<file path="src/design/cbcv_pkg.sv">
package cbcv_pkg;

  // Block geometry of the chained CRC.
  localparam int unsigned BlockBytes = 65536;
  localparam int unsigned BlkCntW    = $clog2(BlockBytes);

  // CRC-32/MPEG-2 definition.
  localparam logic [31:0] CrcPoly = 32'h04C1_1DB7;
  localparam logic [31:0] CrcInit = 32'hFFFF_FFFF;

  // Configuration register indexes.
  localparam int unsigned CfgIdxW = 2;
  localparam logic [CfgIdxW-1:0] CfgRegionSize  = CfgIdxW'(0);
  localparam logic [CfgIdxW-1:0] CfgExpectedCrc = CfgIdxW'(1);

  typedef struct packed {
    logic [7:0] data_byte;
    logic       read_fail;
  } item_t;

  typedef struct packed {
    logic        passed;
    logic        read_failed;
    logic [31:0] final_crc;
  } result_t;

  typedef struct packed {
    logic [31:0] region_size;
    logic [31:0] expected_crc;
  } cfg_t;

  // One byte into an MSB-first CRC register, one bit per step.
  function automatic logic [31:0] crc_byte(input logic [31:0] crc, input logic [7:0] b);
    logic [31:0] c;
    c = crc ^ {b, 24'h0};
    for (int k = 0; k < 8; k++) begin
      c = c[31] ? ((c << 1) ^ CrcPoly) : (c << 1);
    end
    return c;
  endfunction

  // Contribution of bit i of the register after 32 bit steps: x^(32+i) mod P.
  // Only ever called with a constant index, so it folds to a constant.
  function automatic logic [31:0] crc_col(input int i);
    logic [31:0] c;
    c = '0;
    c[i] = 1'b1;
    for (int k = 0; k < 32; k++) begin
      c = c[31] ? ((c << 1) ^ CrcPoly) : (c << 1);
    end
    return c;
  endfunction

  // Start value of a chained block: a fresh CRC that has absorbed the previous
  // block CRC as four bytes, most significant first. Absorbing a whole word
  // MSB-first equals XORing it into the register and shifting 32 times, which
  // is linear, so it becomes one XOR matrix.
  function automatic logic [31:0] chain_seed(input logic [31:0] prev_crc);
    logic [31:0] t;
    logic [31:0] s;
    t = CrcInit ^ prev_crc;
    s = '0;
    for (int i = 0; i < 32; i++) begin
      if (t[i]) begin
        s = s ^ crc_col(i);
      end
    end
    return s;
  endfunction

endpackage

</file>
<file path="src/design/cbcv_if.sv">
// Input byte stream channel.
interface cbcv_in_if;
  logic       valid;
  logic       ready;
  logic [7:0] data_byte;
  logic       read_fail;

  modport source (output valid, output data_byte, output read_fail, input ready);
  modport sink   (input valid, input data_byte, input read_fail, output ready);
endinterface

// Result channel.
interface cbcv_out_if;
  logic        valid;
  logic        ready;
  logic        passed;
  logic        read_failed;
  logic [31:0] final_crc;

  modport source (output valid, output passed, output read_failed, output final_crc,
                  input ready);
  modport sink   (input valid, input passed, input read_failed, input final_crc,
                  output ready);
endinterface

// Configuration write channel.
interface cbcv_cfg_if;
  logic        valid;
  logic        ready;
  logic [1:0]  index;
  logic [31:0] wdata;

  modport source (output valid, output index, output wdata, input ready);
  modport sink   (input valid, input index, input wdata, output ready);
endinterface

</file>
<file path="src/design/cbcv_cfg_regs.sv">
module cbcv_cfg_regs
  import cbcv_pkg::*;
(
  input  logic               clk_i,
  input  logic               rst_ni,
  input  logic               wr_en_i,
  input  logic [CfgIdxW-1:0] wr_idx_i,
  input  logic [31:0]        wr_data_i,
  output cfg_t               cfg_o
);

  logic [31:0] region_size_q;
  logic [31:0] expected_crc_q;

  // Register writes; indexes past the list are dropped.
  always_ff @(posedge clk_i or negedge rst_ni) begin
    if (!rst_ni) begin
      region_size_q  <= 32'd1;
      expected_crc_q <= 32'd0;
    end else if (wr_en_i) begin
      case (wr_idx_i)
        CfgRegionSize:  region_size_q  <= wr_data_i;
        CfgExpectedCrc: expected_crc_q <= wr_data_i;
        default: ;
      endcase
    end
  end

  assign cfg_o.region_size  = region_size_q;
  assign cfg_o.expected_crc = expected_crc_q;

endmodule

</file>
<file path="src/design/cbcv_core.sv">
module cbcv_core
  import cbcv_pkg::*;
(
  input  logic    clk_i,
  input  logic    rst_ni,
  input  cfg_t    cfg_i,
  input  logic    item_en_i,
  input  item_t   item_i,
  input  logic    res_take_i,
  output logic    res_vld_o,
  output result_t res_o
);

  logic [31:0]        crc_q, crc_d;
  logic [31:0]        bytes_q, bytes_d;
  logic [BlkCntW-1:0] blk_cnt_q, blk_cnt_d;
  logic               chain_q, chain_d;
  logic [31:0]        last_q, last_d;
  logic               res_vld_q, res_vld_d;
  result_t            res_q, res_d;

  logic [31:0] crc_start;
  logic [31:0] crc_new;
  logic [31:0] bytes_next;
  logic        region_end;
  logic        blk_end;

  // Byte update: a new block starts fresh or from the chained seed.
  always_comb begin
    if (blk_cnt_q == '0) begin
      crc_start = chain_q ? chain_seed(last_q) : CrcInit;
    end else begin
      crc_start = crc_q;
    end
    crc_new    = crc_byte(crc_start, item_i.data_byte);
    bytes_next = bytes_q + 32'd1;
    region_end = (bytes_next >= cfg_i.region_size);
    blk_end    = region_end || (blk_cnt_q == BlkCntW'(BlockBytes - 1));
  end

  // Next state and result.
  always_comb begin
    crc_d     = crc_q;
    bytes_d   = bytes_q;
    blk_cnt_d = blk_cnt_q;
    chain_d   = chain_q;
    last_d    = last_q;
    res_vld_d = res_vld_q && !res_take_i;
    res_d     = res_q;
    if (item_en_i) begin
      if (item_i.read_fail || region_end) begin
        res_vld_d         = 1'b1;
        res_d.read_failed = item_i.read_fail;
        res_d.final_crc   = item_i.read_fail ? last_q : crc_new;
        res_d.passed      = !item_i.read_fail && (crc_new == cfg_i.expected_crc);
        crc_d     = CrcInit;
        bytes_d   = '0;
        blk_cnt_d = '0;
        chain_d   = 1'b0;
        last_d    = '0;
      end else begin
        crc_d   = crc_new;
        bytes_d = bytes_next;
        if (blk_end) begin
          blk_cnt_d = '0;
          chain_d   = 1'b1;
          last_d    = crc_new;
        end else begin
          blk_cnt_d = blk_cnt_q + BlkCntW'(1);
        end
      end
    end
  end

  // Region state.
  always_ff @(posedge clk_i or negedge rst_ni) begin
    if (!rst_ni) begin
      crc_q     <= CrcInit;
      bytes_q   <= '0;
      blk_cnt_q <= '0;
      chain_q   <= 1'b0;
      last_q    <= '0;
      res_vld_q <= 1'b0;
    end else begin
      crc_q     <= crc_d;
      bytes_q   <= bytes_d;
      blk_cnt_q <= blk_cnt_d;
      chain_q   <= chain_d;
      last_q    <= last_d;
      res_vld_q <= res_vld_d;
    end
  end

  // Result payload register.
  always_ff @(posedge clk_i) begin
    res_q <= res_d;
  end

  assign res_vld_o = res_vld_q;
  assign res_o     = res_q;

endmodule

</file>
<file path="src/design/chained_block_crc32_verifier.sv">
// Chained-block CRC-32/MPEG-2 region verifier. Region bytes arrive one per
// transaction on the input channel, and one transaction is accepted every clock
// cycle as long as the result register is free or being emptied. Each byte passes
// an input register and then XOR logic that updates the running CRC, and the
// result for the byte that ends the region (or the read failure item) is held
// in the result register that drives the output channel. Every 65536 bytes the
// block CRC is closed and the next block starts from a CRC that has already
// absorbed it; that four-byte prefix is one fixed combinational XOR matrix.
// Configuration writes are accepted in every cycle and should only be issued
// while no input transaction or result is in flight.
module chained_block_crc32_verifier
  import cbcv_pkg::*;
(
  input  logic        clk_i,
  input  logic        rst_ni,
  cbcv_in_if.sink     in_ch,
  cbcv_out_if.source  out_ch,
  cbcv_cfg_if.sink    cfg_ch
);

  logic    in_vld_q;
  item_t   in_item_q;
  logic    advance;
  logic    res_vld;
  result_t res;
  cfg_t    cfg;

  // The core stage moves on whenever its result register can take a result.
  assign advance      = !res_vld || out_ch.ready;
  assign in_ch.ready  = !in_vld_q || advance;
  assign cfg_ch.ready = 1'b1;

  // Input register.
  always_ff @(posedge clk_i or negedge rst_ni) begin
    if (!rst_ni) begin
      in_vld_q <= 1'b0;
    end else if (in_ch.ready) begin
      in_vld_q <= in_ch.valid;
    end
  end

  always_ff @(posedge clk_i) begin
    if (in_ch.ready && in_ch.valid) begin
      in_item_q.data_byte <= in_ch.data_byte;
      in_item_q.read_fail <= in_ch.read_fail;
    end
  end

  cbcv_cfg_regs u_cfg_regs (
    .clk_i     (clk_i),
    .rst_ni    (rst_ni),
    .wr_en_i   (cfg_ch.valid),
    .wr_idx_i  (cfg_ch.index),
    .wr_data_i (cfg_ch.wdata),
    .cfg_o     (cfg)
  );

  cbcv_core u_core (
    .clk_i      (clk_i),
    .rst_ni     (rst_ni),
    .cfg_i      (cfg),
    .item_en_i  (in_vld_q && advance),
    .item_i     (in_item_q),
    .res_take_i (out_ch.ready),
    .res_vld_o  (res_vld),
    .res_o      (res)
  );

  assign out_ch.valid       = res_vld;
  assign out_ch.passed      = res.passed;
  assign out_ch.read_failed = res.read_failed;
  assign out_ch.final_crc   = res.final_crc;

endmodule
</file>
<file path="src/flat_wrapper.sv">
// flat-port wrapper written by rule: the top's interface ports become plain ports
module chained_block_crc32_verifier_flat import cbcv_pkg::*;
  (clk_i, rst_ni, in_ch_valid, in_ch_data_byte, in_ch_read_fail, in_ch_ready, out_ch_valid, out_ch_passed, out_ch_read_failed, out_ch_final_crc, out_ch_ready, cfg_ch_valid, cfg_ch_index, cfg_ch_wdata, cfg_ch_ready);
  cbcv_in_if in_ch_i ();
  cbcv_out_if out_ch_i ();
  cbcv_cfg_if cfg_ch_i ();
  input  logic clk_i;
  input  logic rst_ni;
  input wire logic [$bits(in_ch_i.valid)-1:0] in_ch_valid;
  input wire logic [$bits(in_ch_i.data_byte)-1:0] in_ch_data_byte;
  input wire logic [$bits(in_ch_i.read_fail)-1:0] in_ch_read_fail;
  output wire logic [$bits(in_ch_i.ready)-1:0] in_ch_ready;
  output wire logic [$bits(out_ch_i.valid)-1:0] out_ch_valid;
  output wire logic [$bits(out_ch_i.passed)-1:0] out_ch_passed;
  output wire logic [$bits(out_ch_i.read_failed)-1:0] out_ch_read_failed;
  output wire logic [$bits(out_ch_i.final_crc)-1:0] out_ch_final_crc;
  input wire logic [$bits(out_ch_i.ready)-1:0] out_ch_ready;
  input wire logic [$bits(cfg_ch_i.valid)-1:0] cfg_ch_valid;
  input wire logic [$bits(cfg_ch_i.index)-1:0] cfg_ch_index;
  input wire logic [$bits(cfg_ch_i.wdata)-1:0] cfg_ch_wdata;
  output wire logic [$bits(cfg_ch_i.ready)-1:0] cfg_ch_ready;
  assign in_ch_i.valid = in_ch_valid;
  assign in_ch_i.data_byte = in_ch_data_byte;
  assign in_ch_i.read_fail = in_ch_read_fail;
  assign in_ch_ready = in_ch_i.ready;
  assign out_ch_valid = out_ch_i.valid;
  assign out_ch_passed = out_ch_i.passed;
  assign out_ch_read_failed = out_ch_i.read_failed;
  assign out_ch_final_crc = out_ch_i.final_crc;
  assign out_ch_i.ready = out_ch_ready;
  assign cfg_ch_i.valid = cfg_ch_valid;
  assign cfg_ch_i.index = cfg_ch_index;
  assign cfg_ch_i.wdata = cfg_ch_wdata;
  assign cfg_ch_ready = cfg_ch_i.ready;
  chained_block_crc32_verifier u_core (.clk_i(clk_i), .rst_ni(rst_ni), .in_ch(in_ch_i), .out_ch(out_ch_i), .cfg_ch(cfg_ch_i));
endmodule
</file>
<file path="config.mk">
export PLATFORM = sky130hd
export DESIGN_NAME = chained_block_crc32_verifier_flat
export DESIGN_NICKNAME = d
export VERILOG_FILES = /design/src/design/cbcv_pkg.sv /design/src/design/cbcv_if.sv /design/src/design/cbcv_cfg_regs.sv /design/src/design/cbcv_core.sv /design/src/design/chained_block_crc32_verifier.sv /design/src/flat_wrapper.sv
export SDC_FILE = /design/constraint.sdc
export NUM_CORES = 1
export LEC_CHECK = 0
export ABC_CLOCK_PERIOD_IN_PS = 9300
export BUFFER_PORTS_ARGS = -buffer_cell sky130_fd_sc_hd__buf_2
export CAP_MARGIN = 20
export CORE_UTILIZATION = 50
export CTS_CLUSTER_DIAMETER = 200
export DETAILED_ROUTE_END_ITERATION = 16
export PLACE_DENSITY = 0.68
export SYNTH_ARGS = -nofsm -noshare
export SYNTH_HDL_FRONTEND = slang
export SYNTH_SLANG_ARGS = --single-unit
</file>
<file path="constraint.sdc">
create_clock -name clk_i -period 9.3 [get_ports clk_i]
set_clock_uncertainty 0.05 [all_clocks]
set_input_delay 0.93 -clock clk_i [delete_from_list [all_inputs] [get_ports clk_i]]
set_output_delay 0.93 -clock clk_i [all_outputs]
set_load 0.1 [all_outputs]
</file>
Word level (Yosys, flattened, before mapping)
Index checks and enable logic that the tools add are counted.
- shift-type cells: 0
- magnitude comparators: 1
- reductions and logical operators: 19
- multipliers: 0
- multiplexer cells: 84
- bitwise operators: 41
- equality and inequality tests: 3
- div/mod/pow operators: 0
- add/subtract/negate cells: 2
- operators by type and width (cell ; number):
    32-bit 2-to-1 mux ; 51
    27-bit 2-to-1 mux ; 10
    31-bit 2-to-1 mux ; 6
    14-bit NOT ; 13
    30-bit 2-to-1 mux ; 4
    13-bit NOT ; 9
    29-bit 2-to-1 mux ; 3
    15-bit NOT ; 4
    28-bit 2-to-1 mux ; 2
    12-bit NOT ; 4
    16-bit NOT ; 3
    18-bit NOT ; 2
    32-bit by 1-bit adder with 32-bit output, second input constant ; 1
    32-bit equality test ; 1
    32-bit >= comparator ; 1
    16-bit 2-to-1 mux ; 2
    32-bit NOT ; 1
    32-bit bitwise XOR ; 1
    26-bit 2-to-1 mux ; 1
    25-bit 2-to-1 mux ; 1
    11-bit NOT ; 2
    20-bit NOT ; 1
    17-bit NOT ; 1
    16-bit by 1-bit adder with 16-bit output, second input constant ; 1
    10 further kinds ; 25
- flip-flop bits (word level): 222
- memories: 0
- bits in latches: 0
- memory bits (read-only): 0
- output and inout port bits: 37
- word-level logic and storage cells: 164
- bits in writable memories: 0

Depth between registers and ports, before layout
Gate-level depths: netlist (run 1).
- depth in word-level cells: 116
- depth in mapped cells: 22
- depth with buffers taken out: 19

Modules after synthesis
Synthesis (run 1) repeated with hierarchy kept, for this count alone.
- cells, all modules: 1365
- area, all modules: 14620.3 um^2
- modules (own cells, without submodules) (module ; area an instance (um^2) ; cells an instance ; instances):
    cbcv_core ; 11850.1 ; 1212 ; 1
    cbcv_cfg_regs ; 2417.3 ; 136 ; 1
    chained_block_crc32_verifier ; 352.8 ; 17 ; 1

Worst setup path after synthesis (run 1)
OpenSTA, ideal clock, no wires.
- path kind: register to register
- from: register u_core.u_core.bytes_q[0]
- to: register u_core.u_core.res_q (netlist bit u_core.u_core.res_o[0]) (enable)
- arrival: 5.574 ns
- stages on the path, launching flop included: 21
- path buffers: 4
- path slack: 3.251 ns
- data required time: 8.825 ns
- period minus slack after synthesis: 6.049 ns
- cells stage by stage: dfrtp_1 > ha_1 > and3_1 > clkbuf_1 > and3_1 > nand3_1 > or3_1 > clkbuf_1 > nor2_1 > and3_1 > and3_1 > xor2_1 > ha_1 > nand4_1 > or2_2 > nor4_1 > o21a_1 > a21oi_1 > clkbuf_1 > buf_1 > nor2_1
- cells in the longest elaborated chain, start to end: 4
- RTL lines (item ; line ; text):
    start, declared ; cbcv_core.sv:15 ; logic [31:0] bytes_q, bytes_d;
    start signal, assigned ; cbcv_core.sv:86 ; bytes_q <= bytes_d;
    32-bit by 1-bit adder with 32-bit output ; cbcv_core.sv:36 ; bytes_next = bytes_q + 32'd1;
    32-bit >= comparator ; cbcv_core.sv:37 ; region_end = (bytes_next >= cfg_i.region_size);
    1-bit logical OR ; cbcv_core.sv:51 ; if (item_i.read_fail || region_end) begin
    2-bit AND reduction (no source line) ; - ;
    end signal, assigned ; cbcv_core.sv:96 ; res_q <= res_d;
    end, declared ; cbcv_core.sv:20 ; result_t res_q, res_d;
Every way passes these cells.
A chain may end at the register's enable or synchronous reset.

Final worst setup path (run 1)
- from: register u_core.u_core.bytes_q[2]
- to: register u_core.u_core.res_q (netlist bit u_core.u_core.res_o[26]) (enable)
The elaborated chain is that of the path after synthesis.

==> flow_summary_export.csv, run 1 <==
group,metric,value,unit
drt,routedWlPerCell,21.3,um
grt,grt_pass1_vias,9721,
floorplan,rows,61,
layout,ff_latch_area,5810,um^2
sta,relSlewSlack,0.316,
sta,finalCritPeriodShare,0.621,
synth,yosysWarnings,0,
drt,viasPerCell,5.66,
drt,dr.pass1.iters,5,
drt,num_vias,9964,
drt,drc,0,
critical_path,critical_path.max_fanout,41,
layout,final_nets,1447,
clock_network,htreeDepth,1,
critical_path,crit_start,"u_core.u_core.bytes_q[2]",
critical_path,path_class,"flop to flop",
status,outcome,"completed",
critical_path,rrSetupSlack,3.52,ns
synth,synth_area_leaders,"dfrtp_1 26%, xnor2_1 12%, edfxtp_1 9.2%, xor2_1 6.3%, dfstp_2 6.1%",
floorplan,start_util,0.508,
clock_network,cts-root-buf,"clkbuf_16",
critical_path,crit_arrival,5.89,ns
synth,yosys.area.top_type,"dfrtp_1",
clock_network,clk_path_buf_depth,3,
clock_network,path_clk_slew,0.06,ns
grt,grt_pass1_wl,58200,um
synth,syn-num-nets,1409,
sta,tightest_slew,1.03,ns
critical_path,timing.rr.start,"u_core.u_core.bytes_q[2]",
drt,totalWireLength,37600,um
floorplan,core,27800,um^2
synth,avgSynthCellArea,10.6,um^2
clock_network,cts.sinks,222,
placement,place_hpwl,27000,um
floorplan,fp.dieH,170,um
sta,hold_viol,0,
synth,async_flop_share,0.806,
sta,tns,0,ns
grt,gr-total-overflow,0,
sta,max_freq,0.173,GHz
critical_path,ff2ff_path_depth,19,
floorplan,die_area,28900,um^2
clock_network,clock_latency,0.55,ns
placement,place.gp.congestion,0.989,
synth,synth_enable_flop_cells,43,
critical_path,endpoint_kind,"flop",
floorplan,die_w,170,um
layout,fillers,2457,
critical_path,cp.required,9.41,ns
power_and_ir_drop,irDropWorstVdd,0.000201,V
grt,grt_max_degree,106,
sta,setup-violations-final,0,
drt,dr.first_iter.drc_count,1002,
sta,min_period,5.78,ns
hold_path,min-delay-path-class,"flop to flop",
synth,synthDistinctLibCells,64,
power_and_ir_drop,leakagePower,0.00680,uW
grt,grtUsageTotal,0.268,
synth,synth_cells,1326,
power_and_ir_drop,p_per_area,272,nW/um^2
run,drv_cap,0,
drt,postRouteAntennaNets,0,
clock_network,hold_buffers,0,
synth,synth_seq_cells,222,
floorplan,io_pins,85,
sta,grt_setup_unrepaired,"no",
clock_network,cts_made_buffers,25,
layout,drive_gt1_frac,0.198,
clock_network,cts_resized,0,
critical_path,start_kind,"flop",
layout,design_area,15600,um^2
sta,hold_ws,0.448,ns
layout,antenna_cells,0,
clock_network,cts_setup_buffers,0,
clock_network,cts_tree,"done",
synth,yosysSeqAreaShare,0.412,
layout,layout-area-overhead-vs-synth,10.7,%
synth,synth.top_cell.area_share,0.259,
critical_path,r2r_end,"u_core.u_core.res_o[26]",
placement,dpl_cell_area,14800,um^2
placement,port_buffers,83,
critical_path,endpoint,"u_core.u_core.res_o[26]",
grt,antenna_found_initial,0,
layout,multiInputGateArea,7760,um^2
sta,slew_violations,0,
synth,syn_area,14100,um^2
synth,synth_flop_cell,"dfrtp_1",
==> per-stage QoR <==
| stage | utilization | instances | worst slack [ns] | power, uW |
|---|---|---|---|---|
| 2_1_floorplan | - | 1326 | 3.25 | 2630 |
| 3_3_place_gp | 0.531 | 1713 | 3.70 | 3210 |
| 3_5_place_dp | 0.531 | 1714 | 3.57 | 3230 |
| 4_1_cts | 0.561 | 1760 | 3.53 | 4260 |
| 5_1_grt | 0.562 | 1761 | 3.12 | 4430 |
| 6_report | 0.562 | 1761 | 3.52 | 4250 |
==> Yosys cell counts, drive strengths merged (27+ instances only) <==
cell,count
inv,42
xor2,114
xnor3,27
o21ai,77
buf,36
dfstp,33
dfrtp,146
clkbuf,53
nand2,89
a21oi,33
xnor2,196
mux2,55
a22o,43
edfxtp,43
ha,35
nor2,94
==> per-layer routing <==
layer  wire length [um]  track usage
met1              16600        0.379
met2              16900        0.413
met3               2280       0.0340
met4               1720        0.116
met5                  0            0
==> report_power, final <==
part	switching, uW	internal (uW)
clock	423	587
combinational	1330	608
sequential	85.1	1220
==> area by class of cell <==
| type | count | share of cell area |
|---|---|---|
| clock buffers | 30 | 0.0439 |
| clock inverters | 16 | 0.0100 |
| inverters | 42 | 0.0101 |
| multi-input cells | 973 | 0.497 |
| flip-flops and latches | 222 | 0.372 |
| well taps | 378 | 0.0303 |
| repair buffers | 100 | 0.0359 |
==> worst min-delay path by stage <==
stage | startpoint | to | slack, ns | depth (start not counted)
detailed placement | u_core.u_core.crc_q[25] | u_core.u_core.crc_q[25] | 0.44 | 2
global route | u_core.u_core.crc_q[18] | u_core.u_core.crc_q[18] | 0.47 | 2
floorplan | u_core.in_item_q[0] | u_core.u_core.res_o[32] | 0.37 | 0
global placement | u_core.u_core.crc_q[7] | u_core.u_core.crc_q[7] | 0.44 | 2
finish | u_core.u_core.crc_q[25] | u_core.u_core.crc_q[25] | 0.45 | 2
CTS | u_core.u_core.crc_q[25] | u_core.u_core.crc_q[25] | 0.45 | 2
==> critical path: stages, from the launching register on <==
cell	delay [ns]
dfrtp_1	0.44
and3_1	0.20
and3_1	0.24
nand3_1	0.20
nor2_1	0.32
nand2_1	0.14
nor2_1	0.20
and3_1	0.24
and3_1	0.24
and2_1	0.20
nand4_1	0.18
xnor2_1	0.18
ha_1	0.30
nand4_1	0.10
or2_2	0.32
nor4_1	0.30
o21a_1	0.32
a21oi_4	0.08
buf_4	0.31
nor2_4	0.76
==> placed cells by master (no fill, tap or decap), types with 5 or more instances in the layout <==
| cell | count |
|---|---|
| and3_1 | 16 |
| o22ai_1 | 19 |
| xnor3_1 | 24 |
| a21o_1 | 23 |
| clkinv_2 | 7 |
| xor2_1 | 101 |
| buf_2 | 82 |
| nand2b_1 | 5 |
| mux2_2 | 55 |
| nand3_1 | 24 |
| nor2_1 | 93 |
| ha_1 | 35 |
| dfrtp_1 | 146 |
| nand2_1 | 88 |
| xnor2_2 | 5 |
| nor2b_1 | 12 |
| o2bb2ai_1 | 10 |
| a31oi_1 | 19 |
| o21ai_0 | 76 |
| buf_4 | 15 |
| edfxtp_1 | 43 |
| dfstp_2 | 33 |
| inv_1 | 42 |
| xnor2_1 | 188 |
| nor4_1 | 8 |
| clkbuf_16 | 26 |
| a22o_1 | 43 |
| a21oi_1 | 32 |
| nor3_1 | 14 |
| nand4_1 | 12 |
| xor2_2 | 9 |
==> kinds of logic after synthesis <==
kind of cell	after synthesis	synth area share
multiplexers	58	0.0461
AND/OR/NAND/NOR	292	0.0953
AO/OA/AOI/OAI	248	0.118
XOR/XNOR	339	0.256
flip-flops	222	0.412
adder cells (fa/ha/maj)	35	0.0311
other	1	0.000266
buffers and inverters	131	0.0406
==> state kept, by name (all words and copies together), names as in the netlist <==
| register | cells |
|---|---|
| u_core.u_core.last_q | 32 |
| u_core.u_core.chain_q | 1 |
| u_core.in_vld_q | 1 |
| u_core.u_core.bytes_q | 32 |
| u_core.u_cfg_regs.expected_crc_q | 32 |
| u_core.u_core.res_o | 34 |
| u_core.u_core.res_vld_o | 1 |
| u_core.in_item_q | 9 |
| u_core.u_core.blk_cnt_q | 16 |
| u_core.u_core.crc_q | 32 |
| u_core.u_cfg_regs.region_size_q | 32 |
Power figures use the tool's default switching activity.
==> inputs of run 2 (changes only) <==
--- a/config.mk
+++ b/config.mk
@@ -5,13 +5,14 @@
 export SDC_FILE = /design/constraint.sdc
 export NUM_CORES = 1
 export LEC_CHECK = 0
-export ABC_CLOCK_PERIOD_IN_PS = 9300
+export ABC_AREA = 1
+export ABC_CLOCK_PERIOD_IN_PS = 5320
 export BUFFER_PORTS_ARGS = -buffer_cell sky130_fd_sc_hd__buf_2
 export CAP_MARGIN = 20
 export CORE_UTILIZATION = 50
 export CTS_CLUSTER_DIAMETER = 200
 export DETAILED_ROUTE_END_ITERATION = 16
-export PLACE_DENSITY = 0.68
+export PLACE_DENSITY = 0.67
 export SYNTH_ARGS = -nofsm -noshare
 export SYNTH_HDL_FRONTEND = slang
 export SYNTH_SLANG_ARGS = --single-unit
==> constraint.sdc (replaced) <==
create_clock -name clk_i -period 5.32 [get_ports clk_i]
set_clock_uncertainty 0.05 [all_clocks]
set_input_delay 0.532 -clock clk_i [delete_from_list [all_inputs] [get_ports clk_i]]
set_output_delay 0.532 -clock clk_i [all_outputs]
set_load 0.1 [all_outputs]
==> run 2 against run 1 <==
- first-iteration DRC count up 62%
- die area up 22%
- synthesized cell count up 94%
- largest cell class unchanged
- highest routed layer unchanged
- synthesized area up 22%
- critical path depth up 9
==> flow_summary_export.csv, run 2 <==
group,metric,value,unit
layout,final_nets,2727,
critical_path,crit_path_max_incr_delay,0.38,ns
layout,largest_reg_flops,34,
drt,viasPerCell,5.47,
synth,synth_flop_cell,"dfrtp_1",
grt,grt_pass1_wl,93300,um
drt,drc,0,
synth,avgSynthCellArea,6.71,um^2
sta,relSlewSlack,0.423,
grt,grtUsageTotal,0.349,
sta,hold_viol,0,
drt,postRouteAntennaNets,0,
run,drv_cap,0,
sta,grt_setup_unrepaired,"no",
synth,yosysSeqAreaShare,0.337,
critical_path,crit_arrival,5.19,ns
critical_path,cp.required,5.67,ns
layout,layout-area-overhead-vs-synth,9.94,%
synth,synth_area_leaders,"nand2_1 21%, dfrtp_1 21%, edfxtp_1 7.5%, inv_1 6.8%, nand3_1 6.4%",
clock_network,cts-root-buf,"clkbuf_16",
layout,final_cell_mix,"979 x nand2_1, 315 x inv_1, 220 x nand3_1, 146 x dfrtp_1, 143 x o21ai_0",
synth,synth_enable_flop_cells,43,
synth,synth.top_cell.area_share,0.213,
critical_path,start_kind,"flop",
sta,finalCritPeriodShare,0.910,
grt,gr-total-overflow,0,
layout,mostFrequentLayoutCell,"nand2_1",
synth,synth_most_common_cell,"nand2_1",
status,outcome,"completed",
critical_path,endpoint_kind,"flop",
sta,slew_violations,0,
placement,port_buffers,83,
placement,place_hpwl,46300,um
sta,tns,0,ns
synth,synth_cells,2574,
drt,num_vias,17000,
drt,dr.first_iter.drc_count,1627,
synth,synth_seq_cells,222,
sta,setup-violations-final,0,
synth,yosysWarnings,0,
sta,setup_ws,0.481,ns
clock_network,path_clk_slew,0.06,ns
grt,grt_max_degree,72,
synth,async_flop_share,0.806,
grt,antenna_found_initial,0,
clock_network,htreeDepth,1,
clock_network,clock_latency,0.54,ns
sta,tightest_slew,0.865,ns
grt,grt_pass1_vias,15700,
drt,dr.pass1.iters,6,
synth,yosys.area.top_type,"nand2_1",
synth,syn_area,17300,um^2
critical_path,cp_common_cell,"nor2_1",
layout,drive_gt1_frac,0.117,
hold_path,min-delay-path-class,"primary input to flop",
floorplan,die_area,35300,um^2
synth,synthDistinctLibCells,48,
layout,design_area,19000,um^2
floorplan,io_pins,85,
critical_path,crit_slowest_cell,"dfrtp_1",
critical_path,path_class,"flop to flop",
floorplan,fp.dieH,188,um
synth,yosys-top-cells-count,"980 x nand2_1, 315 x inv_1, 220 x nand3_1",
floorplan,die_w,188,um
clock_network,cts.sinks,222,
synth,syn-num-nets,2657,
drt,routedWlPerCell,19.8,um
critical_path,critical_path.max_fanout,28,
placement,place.gp.congestion,1.05,
sta,max_freq,0.207,GHz
clock_network,cts_tree,"done",
floorplan,rows,67,
drt,totalWireLength,61500,um
clock_network,clk_path_buf_depth,3,
floorplan,core,33800,um^2
placement,dpl_cell_area,18100,um^2
clock_network,cts_made_buffers,25,
placement,dp_slack,0.385,ns
sta,min_period,4.84,ns
floorplan,start_util,0.511,
==> run 2: routing by layer <==
layer | up-vias | GRT usage | routed length, um
met2 | 720 | 0.564 | 27900
met1 | 7880 | 0.449 | 24900
met3 | 183 | 0.0502 | 4920
met4 | 0 | 0.194 | 3860
met5 | - | 0 | 0
li1 | 8244 | - | -
==> run 2: area by class of cell <==
type	instances	area [um^2]
Antenna cell	1	2.50
Clock buffer	35	683
Clock inverter	11	180
Fill cell	3285	14800
Inverter	341	1280
Multi-Input combinational cell	1917	9600
Sequential cell	222	5810
Tap cell	448	561
Timing Repair Buffer	137	861
==> run 2: logic make-up (layout without fill, tap and decap cells) <==
family                   Yosys count  count (layout)  share of synthesized area
buffers and inverters            435             524                      0.108
AND/OR/NAND/NOR                 1446            1446                      0.354
flip-flops                       222             222                      0.337
adder cells (fa/ha/maj)           35              35                     0.0254
AO/OA/AOI/OAI                    251             251                     0.0808
XOR/XNOR                         184             184                     0.0951
other                              1               2                   0.000217
==> run 2: stage by stage <==
step,cells,hold slack (ns),utilization
after CTS,3109,0.105,0.560
after global routing,3111,0.0999,0.562
after floorplan,2574,0.186,-
after detailed placement,3062,0.424,0.535
after global placement,3062,0.419,0.535
final,3112,0.113,0.562
==> run 2: path summary, 6_finish.rpt <==
| path | slack, ns | cells after the start | startpoint | to |
|---|---|---|---|---|
| setup / recovery | 0.48 | 28 | u_core.u_core.bytes_q[0] | u_core.u_core.chain_q |
| hold / removal | 0.11 | 1 | in_ch_data_byte[2] | u_core.in_item_q[3] |
| setup reg to reg | 0.48 | 28 | u_core.u_core.bytes_q[0] | u_core.u_core.chain_q |
| hold reg to reg | 0.44 | 2 | u_core.u_cfg_regs.region_size_q[27] | u_core.u_cfg_regs.region_size_q[27] |
| max in group asynchronous | 3.48 | 3 | rst_ni | u_core.u_cfg_regs.expected_crc_q[2] |
| min in group asynchronous | 0.53 | 2 | rst_ni | u_core.u_cfg_regs.expected_crc_q[26] |
==> run 2: worst max-delay path: cells and delay by family (launching register included) <==
kind | cells | cell delay (ns)
buf+inv | 3 | 0.21
flops | 1 | 0.38
xor+xnor | 1 | 0.18
simple gates | 21 | 3.20
compound gates | 1 | 0.15
fa+ha+maj | 2 | 0.52
==> run 2: what timing repair did <==
item | CTS | global route
setup endpoints to repair | 0 | 31
hold buffers | 1 | 0
buffers inserted | 0 | 0
resized for setup | 0 | 2
hold endpoints to repair | 66 | 0
Power of run 2 is not shown: default switching activity piles up to over one toggle a cycle in this logic, so the estimate is an artifact.
